<file path="src/pcc_pkg.sv">
// shared constants, codes and control types of the clamped pid controller
`timescale 1ns / 1ps

package pcc_pkg;

    localparam int DATA_WIDTH = 32;
    localparam int FRAC_BITS  = 16;

    // integral accumulator and term width
    localparam int INT_W  = 64;
    localparam int LIMB_W = INT_W / 2;

    // shared multiplier operand width
    localparam int MUL_W  = (DATA_WIDTH + 1 > LIMB_W) ? DATA_WIDTH + 1 : LIMB_W;
    localparam int PROD_W = 2 * MUL_W;

    // exact product width before scaling, covers every term
    localparam int WIDE_W = DATA_WIDTH + INT_W + 1;

    // divider: dividend is |gain_d| * |error delta|
    localparam int DIV_N     = 2 * DATA_WIDTH + 1;
    localparam int DIV_CNT_W = $clog2(DIV_N);

    localparam int S_TDATA_W = ((2 * DATA_WIDTH + 7) / 8) * 8;
    localparam int M_TDATA_W = ((DATA_WIDTH + 7) / 8) * 8;
    localparam int M_TUSER_W = 2;

    localparam int CFG_IDX_W = 3;

    localparam logic [CFG_IDX_W-1:0] REG_SETPOINT  = CFG_IDX_W'(0);
    localparam logic [CFG_IDX_W-1:0] REG_GAIN_P    = CFG_IDX_W'(1);
    localparam logic [CFG_IDX_W-1:0] REG_GAIN_I    = CFG_IDX_W'(2);
    localparam logic [CFG_IDX_W-1:0] REG_GAIN_D    = CFG_IDX_W'(3);
    localparam logic [CFG_IDX_W-1:0] REG_OUT_LOWER = CFG_IDX_W'(4);
    localparam logic [CFG_IDX_W-1:0] REG_OUT_UPPER = CFG_IDX_W'(5);

    localparam logic [INT_W-1:0] INT_MAX = {1'b0, {(INT_W - 1){1'b1}}};
    localparam logic [INT_W-1:0] INT_MIN = {1'b1, {(INT_W - 1){1'b0}}};

    typedef enum logic [3:0] {
        OP_NONE,
        OP_ERR,
        OP_DIFF,
        OP_MUL_P,
        OP_MUL_I,
        OP_ACC,
        OP_MAG,
        OP_MUL_IL,
        OP_MUL_IH,
        OP_IV,
        OP_DIV_LOAD,
        OP_DIV_STEP,
        OP_DV,
        OP_SUM
    } dp_op_t;

    typedef struct packed {
        dp_op_t op;
        logic   load_in;
        logic   load_out;
    } dp_cmd_t;

    typedef struct packed {
        logic kind;
        logic dt_zero;
    } dp_status_t;

endpackage

</file>
<file path="src/pcc_ctrl.sv">
// sequencer state machine of the clamped pid controller
`timescale 1ns / 1ps

module pcc_ctrl
    import pcc_pkg::*;
(
    input  logic       aclk,
    input  logic       aresetn,
    input  logic       s_tvalid,
    output logic       s_tready,
    output logic       m_tvalid,
    input  logic       m_tready,
    input  dp_status_t status,
    output dp_cmd_t    cmd
);

    typedef enum logic [15:0] {
        S_IDLE     = 16'h0001,
        S_DISPATCH = 16'h0002,
        S_ERR      = 16'h0004,
        S_DIFF     = 16'h0008,
        S_MUL_P    = 16'h0010,
        S_MUL_I    = 16'h0020,
        S_ACC      = 16'h0040,
        S_MAG      = 16'h0080,
        S_MUL_IL   = 16'h0100,
        S_MUL_IH   = 16'h0200,
        S_IV       = 16'h0400,
        S_DIV_LOAD = 16'h0800,
        S_DIV      = 16'h1000,
        S_DV       = 16'h2000,
        S_SUM      = 16'h4000,
        S_DONE     = 16'h8000
    } state_t;

    state_t                 state_reg, state_next;
    logic [DIV_CNT_W-1:0]   cnt_reg, cnt_next;
    logic                   m_valid_reg, m_valid_next;

    assign s_tready = (state_reg == S_IDLE);
    assign m_tvalid = m_valid_reg;

    always_comb begin
        state_next   = state_reg;
        cnt_next     = cnt_reg;
        cmd.op       = OP_NONE;
        cmd.load_in  = 1'b0;
        cmd.load_out = 1'b0;
        m_valid_next = m_valid_reg && !m_tready;
        case (state_reg)
            S_IDLE: begin
                if (s_tvalid) begin
                    cmd.load_in = 1'b1;
                    state_next  = S_DISPATCH;
                end
            end
            S_DISPATCH: begin
                if (status.kind || status.dt_zero) begin
                    state_next = S_DONE;
                end else begin
                    state_next = S_ERR;
                end
            end
            S_ERR: begin
                cmd.op     = OP_ERR;
                state_next = S_DIFF;
            end
            S_DIFF: begin
                cmd.op     = OP_DIFF;
                state_next = S_MUL_P;
            end
            S_MUL_P: begin
                cmd.op     = OP_MUL_P;
                state_next = S_MUL_I;
            end
            S_MUL_I: begin
                cmd.op     = OP_MUL_I;
                state_next = S_ACC;
            end
            S_ACC: begin
                cmd.op     = OP_ACC;
                state_next = S_MAG;
            end
            S_MAG: begin
                cmd.op     = OP_MAG;
                state_next = S_MUL_IL;
            end
            S_MUL_IL: begin
                cmd.op     = OP_MUL_IL;
                state_next = S_MUL_IH;
            end
            S_MUL_IH: begin
                cmd.op     = OP_MUL_IH;
                state_next = S_IV;
            end
            S_IV: begin
                cmd.op     = OP_IV;
                state_next = S_DIV_LOAD;
            end
            S_DIV_LOAD: begin
                cmd.op     = OP_DIV_LOAD;
                cnt_next   = DIV_CNT_W'(DIV_N - 1);
                state_next = S_DIV;
            end
            S_DIV: begin
                cmd.op   = OP_DIV_STEP;
                cnt_next = cnt_reg - 1'b1;
                if (cnt_reg == '0) begin
                    state_next = S_DV;
                end
            end
            S_DV: begin
                cmd.op     = OP_DV;
                state_next = S_SUM;
            end
            S_SUM: begin
                cmd.op     = OP_SUM;
                state_next = S_DONE;
            end
            S_DONE: begin
                if (!m_valid_reg || m_tready) begin
                    cmd.load_out = 1'b1;
                    m_valid_next = 1'b1;
                    state_next   = S_IDLE;
                end
            end
            default: begin
                state_next = S_IDLE;
            end
        endcase
    end

    always_ff @(posedge aclk) begin
        if (!aresetn) begin
            state_reg   <= S_IDLE;
            cnt_reg     <= '0;
            m_valid_reg <= 1'b0;
        end else begin
            state_reg   <= state_next;
            cnt_reg     <= cnt_next;
            m_valid_reg <= m_valid_next;
        end
    end

endmodule

</file>
<file path="config.mk">
export PLATFORM = sky130hd
export DESIGN_NAME = pcc_ctrl
export DESIGN_NICKNAME = d
export VERILOG_FILES = /design/src/pcc_pkg.sv /design/src/pcc_ctrl.sv
export SDC_FILE = /design/constraint.sdc
export NUM_CORES = 1
export LEC_CHECK = 0
export BUFFER_PORTS_ARGS = -buffer_cell sky130_fd_sc_hd__buf_2
export CORE_UTILIZATION = 55
export DETAILED_ROUTE_END_ITERATION = 6
export GPL_TIMING_DRIVEN = 0
export PLACE_DENSITY = 0.77
export SYNTH_ARGS = -nofsm -noshare
export SYNTH_HDL_FRONTEND = slang
export SYNTH_SLANG_ARGS = --single-unit
</file>
<file path="constraint.sdc">
create_clock -name aclk -period 3.29 [get_ports aclk]
set_input_delay 0.4935 -clock aclk [delete_from_list [all_inputs] [get_ports aclk]]
set_output_delay 0.4935 -clock aclk [all_outputs]
set_load 0.005 [all_outputs]
</file>
==> results.rst, run 1 <==
.. list-table::
   :header-rows: 1

   * - Metric
     - Value
   * - Outcome
     - completed
   * - Critical Path Sink
     - cmd[0]
   * - Worst voltage drop across the vdd grid
     - 0.290 mV
   * - Number of sinks on the clock net
     - 24
   * - Clock share of power
     - 0.220
   * - Largest register FFs
     - 16
   * - Clock insertion delay at the later pin of the skew report
     - about 0.31 ns
   * - Die span in x
     - ~52 um
   * - Internal reg-to-reg setup slack
     - 0.74 ns
   * - Final core utilization
     - 0.669
   * - Fraction of the mapped netlist area in adder cells
     - 0.0179
   * - Drt wl/cell
     - 14.9 um
   * - Switching power share of the total
     - 0.312
   * - Placeable Area
     - 2300 um^2
   * - Syn Area/Cell
     - 8.21 um^2
   * - Initial antenna violation count
     - 0
   * - Hold Buf Count CTS
     - 0
   * - Share of synthesized cell area in and, or, nand and nor gates
     - 0.414
   * - Post-synthesis net count
     - 178
   * - Worst path most repeated cell
     - buf_2
   * - Combinational family with the most area after synthesis
     - simple AND/OR/NAND/NOR gates
   * - Complex-gate fraction of the synthesized area
     - 0.112
   * - Xor/xnor share of the synthesized area
     - 0.0565
   * - Sequential share of power
     - 0.547
   * - Worst setup EP type
     - output port
   * - Post-Place Setup Slack
     - 0.426 ns
   * - Achievable Freq
     - about 310 MHz
   * - Share of cell area taken by muxes after synthesis
     - 0
   * - Count of buffer and inverter cells on the critical path
     - 2
   * - Overall Power
     - 580 uW
   * - Vias in the first global route
     - roughly 1.2k
   * - GR peak layer
     - met2
   * - Number of buffer cells added on primary ports
     - 13
   * - Internal power
     - around 400 uW
   * - Instance area at placement
     - roughly 1500 um^2
   * - Critical Path AT
     - 2.68 ns
   * - Final-layout setup total negative slack
     - 0 ns
   * - Floorplan die height
     - 52.4 um
   * - Leading post-synthesis cells by cell area
     - dfxtp_1 (34%), nor2_1 (5.1%), or4b_2 (5.0%)
   * - Number of enable-type register cells in the synthesized netlist
     - 0
   * - Vias
     - roughly 1.3k
   * - Clock edge transition at the registers on the reported setup and hold paths
     - between 0.1 and 0.15 ns
   * - Net switching component of the power
     - 181 uW
   * - Die area
     - about 2700 um^2
   * - Number of diodes
     - 0
   * - IO Pins
     - 14
   * - Terminus of the critical flop-to-flop path
     - state_reg[14]
   * - Category of the worst setup path launch point
     - register
   * - Critical path depth
     - 6
   * - Starting Density
     - 0.607
   * - Power Dens Cells
     - roughly 380 nW/um^2
   * - Worst setup skew after layout
     - 0.00594 ns
   * - Number of nets in the layout
     - 196
   * - Total number of yosys warnings
     - 0
   * - H-tree lvl count
     - 1
   * - Buffer depth of the longest clock path
     - 2
   * - Worst Setup Slack, final
     - 0.115 ns
   * - Setup repair after global routing missed its margin
     - no
   * - Count of placed standard cells in the final layout, fillers left out
     - roughly 210
   * - Placement row count
     - 17
   * - Total placed cells including tap cells
     - 211
   * - Post-synthesis instance total
     - between 150 and 200
   * - Worst Hold Margin
     - 0.418 ns
   * - Final weighted congestion of routability-driven global placement
     - 0.834
   * - CTS Buf Count
     - 3
   * - Detailed-route DRC error count
     - 0
   * - Area delta synth->final
     - 10.1%
   * - Fin. Hold Viols
     - 0
   * - Required @ worst endpoint
     - 2.80 ns
   * - Worst setup path category
     - register to output port
   * - Resized cells post-CTS
     - 0
   * - Critical Path Source
     - state_reg[5]
   * - Met1 usage
     - 0.320
   * - Async set or reset register ratio after synthesis
     - 0
   * - Yosys top cell by area
     - dfxtp_1
   * - Largest stage delay on the critical path
     - about 0.70 ns
   * - Met2 GRT Util
     - 0.451
   * - CP max stage cell
     - nor4_1
   * - Post-synthesis sequential element count
     - 24
   * - Worst slew pin tran
     - 0.785 ns
   * - Number of buffers inserted to repair setup after CTS
     - 0
   * - Worst hold path class
     - input port to register
   * - Leakage power
     - 0.608 nW
   * - Leading post-synthesis cells by instance count
     - dfxtp_1 (24), nor2_1 (19), nor3_1 (12), nor4_1 (11), nand2_1 (10)
   * - Time the worst path needs with I/O delays and setup
     - 3.18 ns
   * - Depth of the worst register-to-register path
     - 8
   * - Met3 Track Usage GR
     - 0.0696
   * - DRC violation total after the first TritonRoute iteration
     - 28
   * - Part of the Yosys area used for sequential elements
     - 0.344
   * - Worst slew margin relative to its limit
     - 0.472
   * - Final max-slew violation count
     - 0
   * - CTS tree
     - built
   * - Most instantiated library cell after synthesis
     - dfxtp_1
   * - Largest fanout on the critical path
     - 9
   * - Final setup violating endpoints
     - 0
   * - Distinct cell type count after synthesis
     - 41
   * - Combinational Power Share
     - 0.234
   * - Synth Cell Area
     - between 1000 and 1500 um^2
   * - Clk Tree Root Cell
     - clkbuf_4
   * - Post-synth top area share
     - 0.344
   * - Final period util
     - 0.965
   * - Pre-antenna DRT Iters
     - 4
   * - Remaining global-route overflow
     - 0
   * - Maximum number of pins on one net before global-route repair
     - 13
   * - Cell area after layout
     - 1540 um^2
   * - Critical path cell sequence
     - buf_2 > nor4_1 > nand3_1 > or4_1 > nor2b_1 > buf_2
   * - Average via count per standard cell
     - 6.21
   * - Sum of routed wire length over all layers
     - 3180 um
   * - Fraction of layout instances using a drive strength above 1
     - 0.188
   * - FF-to-FF Start
     - state_reg[2]
   * - Global-route wire length before repair
     - between 5000 and 6000 um
   * - HPWL Detailed
     - 2350 um
   * - Most frequently used flop master after synthesis
     - dfxtp_1
   * - Antenna viol nets, final
     - 0
   * - Max-cap violations
     - 0
   * - Overall routing resource usage
     - 0.268
   * - Gate family responsible for the most delay along the worst path
     - simple AND/OR/NAND/NOR gates
==> final cells by class <==
type,instances,area (um^2)
multi-input cells,132,857
fillers,212,761
flip-flops and latches,24,480
repair buffers,13,65.1
plain buffers,11,65.1
well taps,28,35.0
clock buffers,3,22.5
inverters,3,11.3
==> worst register-to-register path, stage by stage (launching register included) <==
cell and delay (ns):
dfxtp_1 0.32, clkbuf_1 0.20, or4_1 0.59, or4_1 0.50
buf_2 0.18, a31o_1 0.20, o211ai_1 0.14, buf_4 0.24
nor3_1 0.07
==> how the worst min path moves through the flow <==
stage	endpoint	depth (start not counted)	from	slack [ns]
after floorplan	cnt_reg[5]	2	cnt_reg[5]	0.46
after global placement	cnt_reg[5]	2	cnt_reg[5]	0.48
after detailed placement	cnt_reg[5]	2	cnt_reg[5]	0.51
after CTS	state_reg[2]	4	status[1]	0.41
after global routing	state_reg[1]	2	s_tvalid	0.43
final	state_reg[2]	4	status[1]	0.42
==> layer usage <==
layer / vias up / part of all wire
li1: 665 / -
met1: 624 / 0.45
met2: 31 / 0.49
met3: 8 / 0.033
met4: 0 / 0.019
met5: - / 0
==> placed cells by master (no fill, tap or decap), types with 3 or more instances in the layout <==
| master | instances |
|---|---|
| xnor2_1 | 5 |
| or4b_2 | 7 |
| nand2b_1 | 5 |
| nor2b_1 | 3 |
| nor4_1 | 8 |
| inv_1 | 3 |
| o21ai_0 | 3 |
| nor2_1 | 19 |
| and3_1 | 6 |
| or4_1 | 5 |
| dfxtp_1 | 24 |
| nor4_2 | 4 |
| xor2_1 | 4 |
| clkbuf_4 | 3 |
| clkbuf_1 | 4 |
| buf_2 | 16 |
| nor3_1 | 12 |
| and2_1 | 3 |
| nand3_1 | 6 |
| nand4b_1 | 3 |
| a21oi_1 | 5 |
| nand2_1 | 10 |
==> power groups by stage <==
stage               combinational, mW  clock, mW  sequential [mW]
detailed placement              0.131          0            0.322
global route                    0.152      0.141            0.319
global placement                0.127          0            0.321
floorplan                      0.0956          0            0.318
finish                          0.135      0.127            0.317
CTS                             0.131      0.130            0.315
==> cells by family (layout without fill, tap and decap cells) <==
logic type / count (synthesis) / after routing
and+or+nand+nor: 98 / 98
DFF: 24 / 24
AOI/OAI and AO/OA: 23 / 23
buffers and inverters: 14 / 30
xor gates and xnor gates: 9 / 9
adders and majority gates: 2 / 2
Power figures use the tool's default switching activity.
==> inputs of run 2 (changes only) <==
--- a/config.mk
+++ b/config.mk
@@ -5,6 +5,7 @@
 export SDC_FILE = /design/constraint.sdc
 export NUM_CORES = 1
 export LEC_CHECK = 0
+export ABC_AREA = 1
 export BUFFER_PORTS_ARGS = -buffer_cell sky130_fd_sc_hd__buf_2
 export CORE_UTILIZATION = 55
 export DETAILED_ROUTE_END_ITERATION = 6
==> results.rst, run 2 <==
.. list-table::
   :header-rows: 1

   * - Metric
     - Value
   * - Number of buffer cells added on primary ports
     - 13 (unchanged)
   * - Synth Cell Area
     - 1360 um^2 (-2.4%)
   * - Clk Tree Root Cell
     - clkbuf_4
   * - DRC violation total after the first TritonRoute iteration
     - 25 (-11%)
   * - Worst setup EP type
     - output port
   * - Die span in x
     - 51.8 um (-1.2%)
   * - Worst hold stages
     - 2 (-2)
   * - Worst hold path class
     - input port to register
   * - Gate family responsible for the most delay along the worst path
     - simple AND/OR/NAND/NOR gates
   * - Top library cells by usage in the layout, fill and taps aside
     - nor2_1 (44), nand2_1 (37), inv_1 (24), dfxtp_1 (24), nand3_1 (15)
   * - Number of diodes
     - 0 (unchanged)
   * - Most frequently used flop master after synthesis
     - dfxtp_1
   * - Initial antenna violation count
     - 0 (unchanged)
   * - Worst slew margin relative to its limit
     - 0.655 (+0.183)
   * - Vias
     - 1294 (-2.6%)
   * - Leakage power
     - 0.744 nW (+22%)
   * - Number of buffers inserted to repair setup after CTS
     - 0 (unchanged)
   * - Setup repair after global routing missed its margin
     - no
   * - Yosys top cell by area
     - dfxtp_1
   * - Final weighted congestion of routability-driven global placement
     - 0.887 (+6.3%)
   * - Critical Path AT
     - 1.70 ns (-0.98 ns)
   * - Buffer depth of the longest clock path
     - 2 (unchanged)
   * - Post-synthesis instance total
     - 208 (+22%)
   * - CTS Buf Count
     - 3 (unchanged)
   * - Part of the Yosys area used for sequential elements
     - 0.353 (+0.00855)
   * - Async set or reset register ratio after synthesis
     - 0 (unchanged)
   * - HPWL Detailed
     - 2210 um (-6.0%)
   * - H-tree lvl count
     - 1 (unchanged)
   * - Post-synthesis net count
     - 216 (+21%)
   * - Fraction of layout instances using a drive strength above 1
     - 0.209 (+0.0207)
   * - Floorplan die height
     - 51.8 um (-1.2%)
   * - Placeable Area
     - 2280 um^2 (-0.93%)
   * - Global-route wire length before repair
     - 4750 um (-13%)
   * - Average via count per standard cell
     - 5.11 (-18%)
   * - Total number of yosys warnings
     - 0 (unchanged)
   * - Pre-antenna DRT Iters
     - 4 (unchanged)
   * - Clock insertion delay at the later pin of the skew report
     - 0.32 ns (about the same)
   * - Required @ worst endpoint
     - 2.80 ns (about the same)
   * - CP max stage cell
     - dfxtp_1
   * - Depth of the worst register-to-register path
     - 10 (+2)
   * - Most instantiated library cell after synthesis
     - nor2_1
   * - Critical path depth
     - 8 (+2)
   * - Power Dens Cells
     - 407 nW/um^2 (+7.9%)
   * - Largest register FFs
     - 16 (unchanged)
   * - Leading post-synthesis cells by instance count
     - nor2_1 (44), nand2_1 (37), dfxtp_1 (24), inv_1 (24), nand3_1 (15)
   * - Time the worst path needs with I/O delays and setup
     - 2.19 ns (-0.983 ns)
   * - Syn Area/Cell
     - 6.54 um^2 (-20%)
   * - Placement row count
     - 17 (unchanged)
   * - Final core utilization
     - 0.665 (-0.00364)
   * - Achievable Freq
     - 456 MHz (+45%)
   * - Clock edge transition at the registers on the reported setup and hold paths
     - 0.14 ns (+0.02 ns)
   * - Number of sinks on the clock net
     - 24 (unchanged)
   * - Worst setup skew after layout
     - 0.00919 ns (+0.00325 ns)
   * - Outcome
     - completed
   * - IO Pins
     - 14 (unchanged)
   * - Vias in the first global route
     - 1157 (-7.4%)
   * - Worst voltage drop across the vdd grid
     - 0.349 mV (+20%)
   * - Starting Density
     - 0.598 (-0.00917)
   * - Largest stage delay on the critical path
     - 0.34 ns (-0.36 ns)
   * - Post-synthesis sequential element count
     - 24 (unchanged)
   * - Largest fanout on the critical path
     - 9 (unchanged)
   * - Sum of routed wire length over all layers
     - 2840 um (-11%)
   * - Fin. Hold Viols
     - 0 (unchanged)
   * - Worst path most repeated cell
     - nand2_2
   * - Remaining global-route overflow
     - 0 (unchanged)
   * - Hold Buf Count CTS
     - 0 (unchanged)
   * - Critical path cell sequence
     - nor2_1 > nand2_2 > nor2_2 > nand2_2 > nand2_4 > inv_4 > nand3_1 > buf_2
   * - Antenna viol nets, final
     - 0 (unchanged)
   * - Leading post-synthesis cells by cell area
     - dfxtp_1 (35%), nor2_1 (12%), nand2_1 (10%)
   * - Final period util
     - 0.666 (-0.299)
   * - Count of buffer and inverter cells on the critical path
     - 2 (unchanged)
   * - Final max-slew violation count
     - 0 (unchanged)
   * - Worst slew pin tran
     - 0.518 ns (-0.267 ns)
   * - Drt wl/cell
     - 11.2 um (-25%)
   * - Post-synth top area share
     - 0.353 (+0.00855)
   * - Most common library cell in the layout ignoring fill and taps
     - nor2_1
   * - Distinct cell type count after synthesis
     - 28 (-32%)
   * - Number of enable-type register cells in the synthesized netlist
     - 0 (unchanged)
   * - Max-cap violations
     - 0 (unchanged)
   * - CTS tree
     - built
   * - Final setup violating endpoints
     - 0 (unchanged)
   * - Number of nets in the layout
     - 234 (+19%)
   * - Detailed-route DRC error count
     - 0 (unchanged)
   * - Final-layout setup total negative slack
     - 0 ns (unchanged)
   * - Category of the worst setup path launch point
     - register
   * - Overall Power
     - 617 uW (+6.3%)
   * - Area delta synth->final
     - 11.2%
   * - Maximum number of pins on one net before global-route repair
     - 15 (+2)
   * - Overall routing resource usage
     - 0.236 (-0.0314)
   * - Resized cells post-CTS
     - 0 (unchanged)
   * - Worst setup path category
     - register to output port
   * - Die area
     - 2680 um^2 (-2.3%)
==> run 2: cell count changes in the layout (fill, tap and decap cells not counted), moves of 6 or more <==
cell	previous run	this run
and3_1	6	0
nand2_2	0	7
nand2_1	10	37
nor2_1	19	44
or4b_2	7	0
nand3_1	6	15
nor2_2	0	9
inv_1	3	24
nor4_1	8	1
==> run 2: cell families after synthesis <==
kind of cell / synth area share
flops: 0.353
compound gates: 0.0864
xor+xnor: 0.00643
fa+ha+maj: 0.0184
simple gates: 0.440
buf+inv: 0.0956
==> run 2: cell type report <==
cell class / count / area, um^2
Clock inverter: 1 / 30.0
Buffer: 3 / 22.5
Tap cell: 28 / 35.0
Fill cell: 216 / 762
Inverter: 28 / 108
Sequential cell: 24 / 480
Multi-Input combinational cell: 153 / 751
Clock buffer: 3 / 22.5
Timing Repair Buffer: 13 / 65.1
==> run 2: worst reg2reg max path: cells and delay by family (launching register included) <==
| family | cells | cell delay [ns] |
|---|---|---|
| buffers and inverters | 1 | 0.06 |
| flip-flops | 1 | 0.34 |
| AND/OR/NAND/NOR | 9 | 1.01 |
==> run 2: per-layer routing <==
| metal | wire length [um] | track usage |
|---|---|---|
| met2 | 1290 | 0.374 |
| met5 | 0 | 0 |
| met4 | 30 | 0.113 |
| met1 | 1440 | 0.317 |
| met3 | 82 | 0.0292 |
==> run 2: path summary, 6_finish.rpt <==
kind / from / endpoint / slack [ns]
worst max-delay path: state_reg[10] / cmd[3] / 1.10
worst max register to register: state_reg[10] / state_reg[0] / 1.80
worst min register to register: cnt_reg[6] / cnt_reg[6] / 0.50
worst min-delay path: status[1] / state_reg[2] / 0.32
==> run 2: power by group <==
part	switching, mW	internal, mW
Sequential	0.00495	0.297
Combinational	0.0634	0.0347
Clock	0.0932	0.123
Total	0.162	0.455
==> run 2: through the flow <==
stage / std cells / instance area (um^2) / setup WS (ns) / hold slack [ns]
detailed placement: 249 / 1460 / 1.46 / 0.474
floorplan: 208 / 1360 / 1.70 / 0.442
global placement: 249 / 1460 / 1.49 / 0.458
finish: 253 / 1510 / 1.10 / 0.321
CTS: 253 / 1510 / 1.09 / 0.320
global route: 253 / 1510 / 1.01 / 0.321
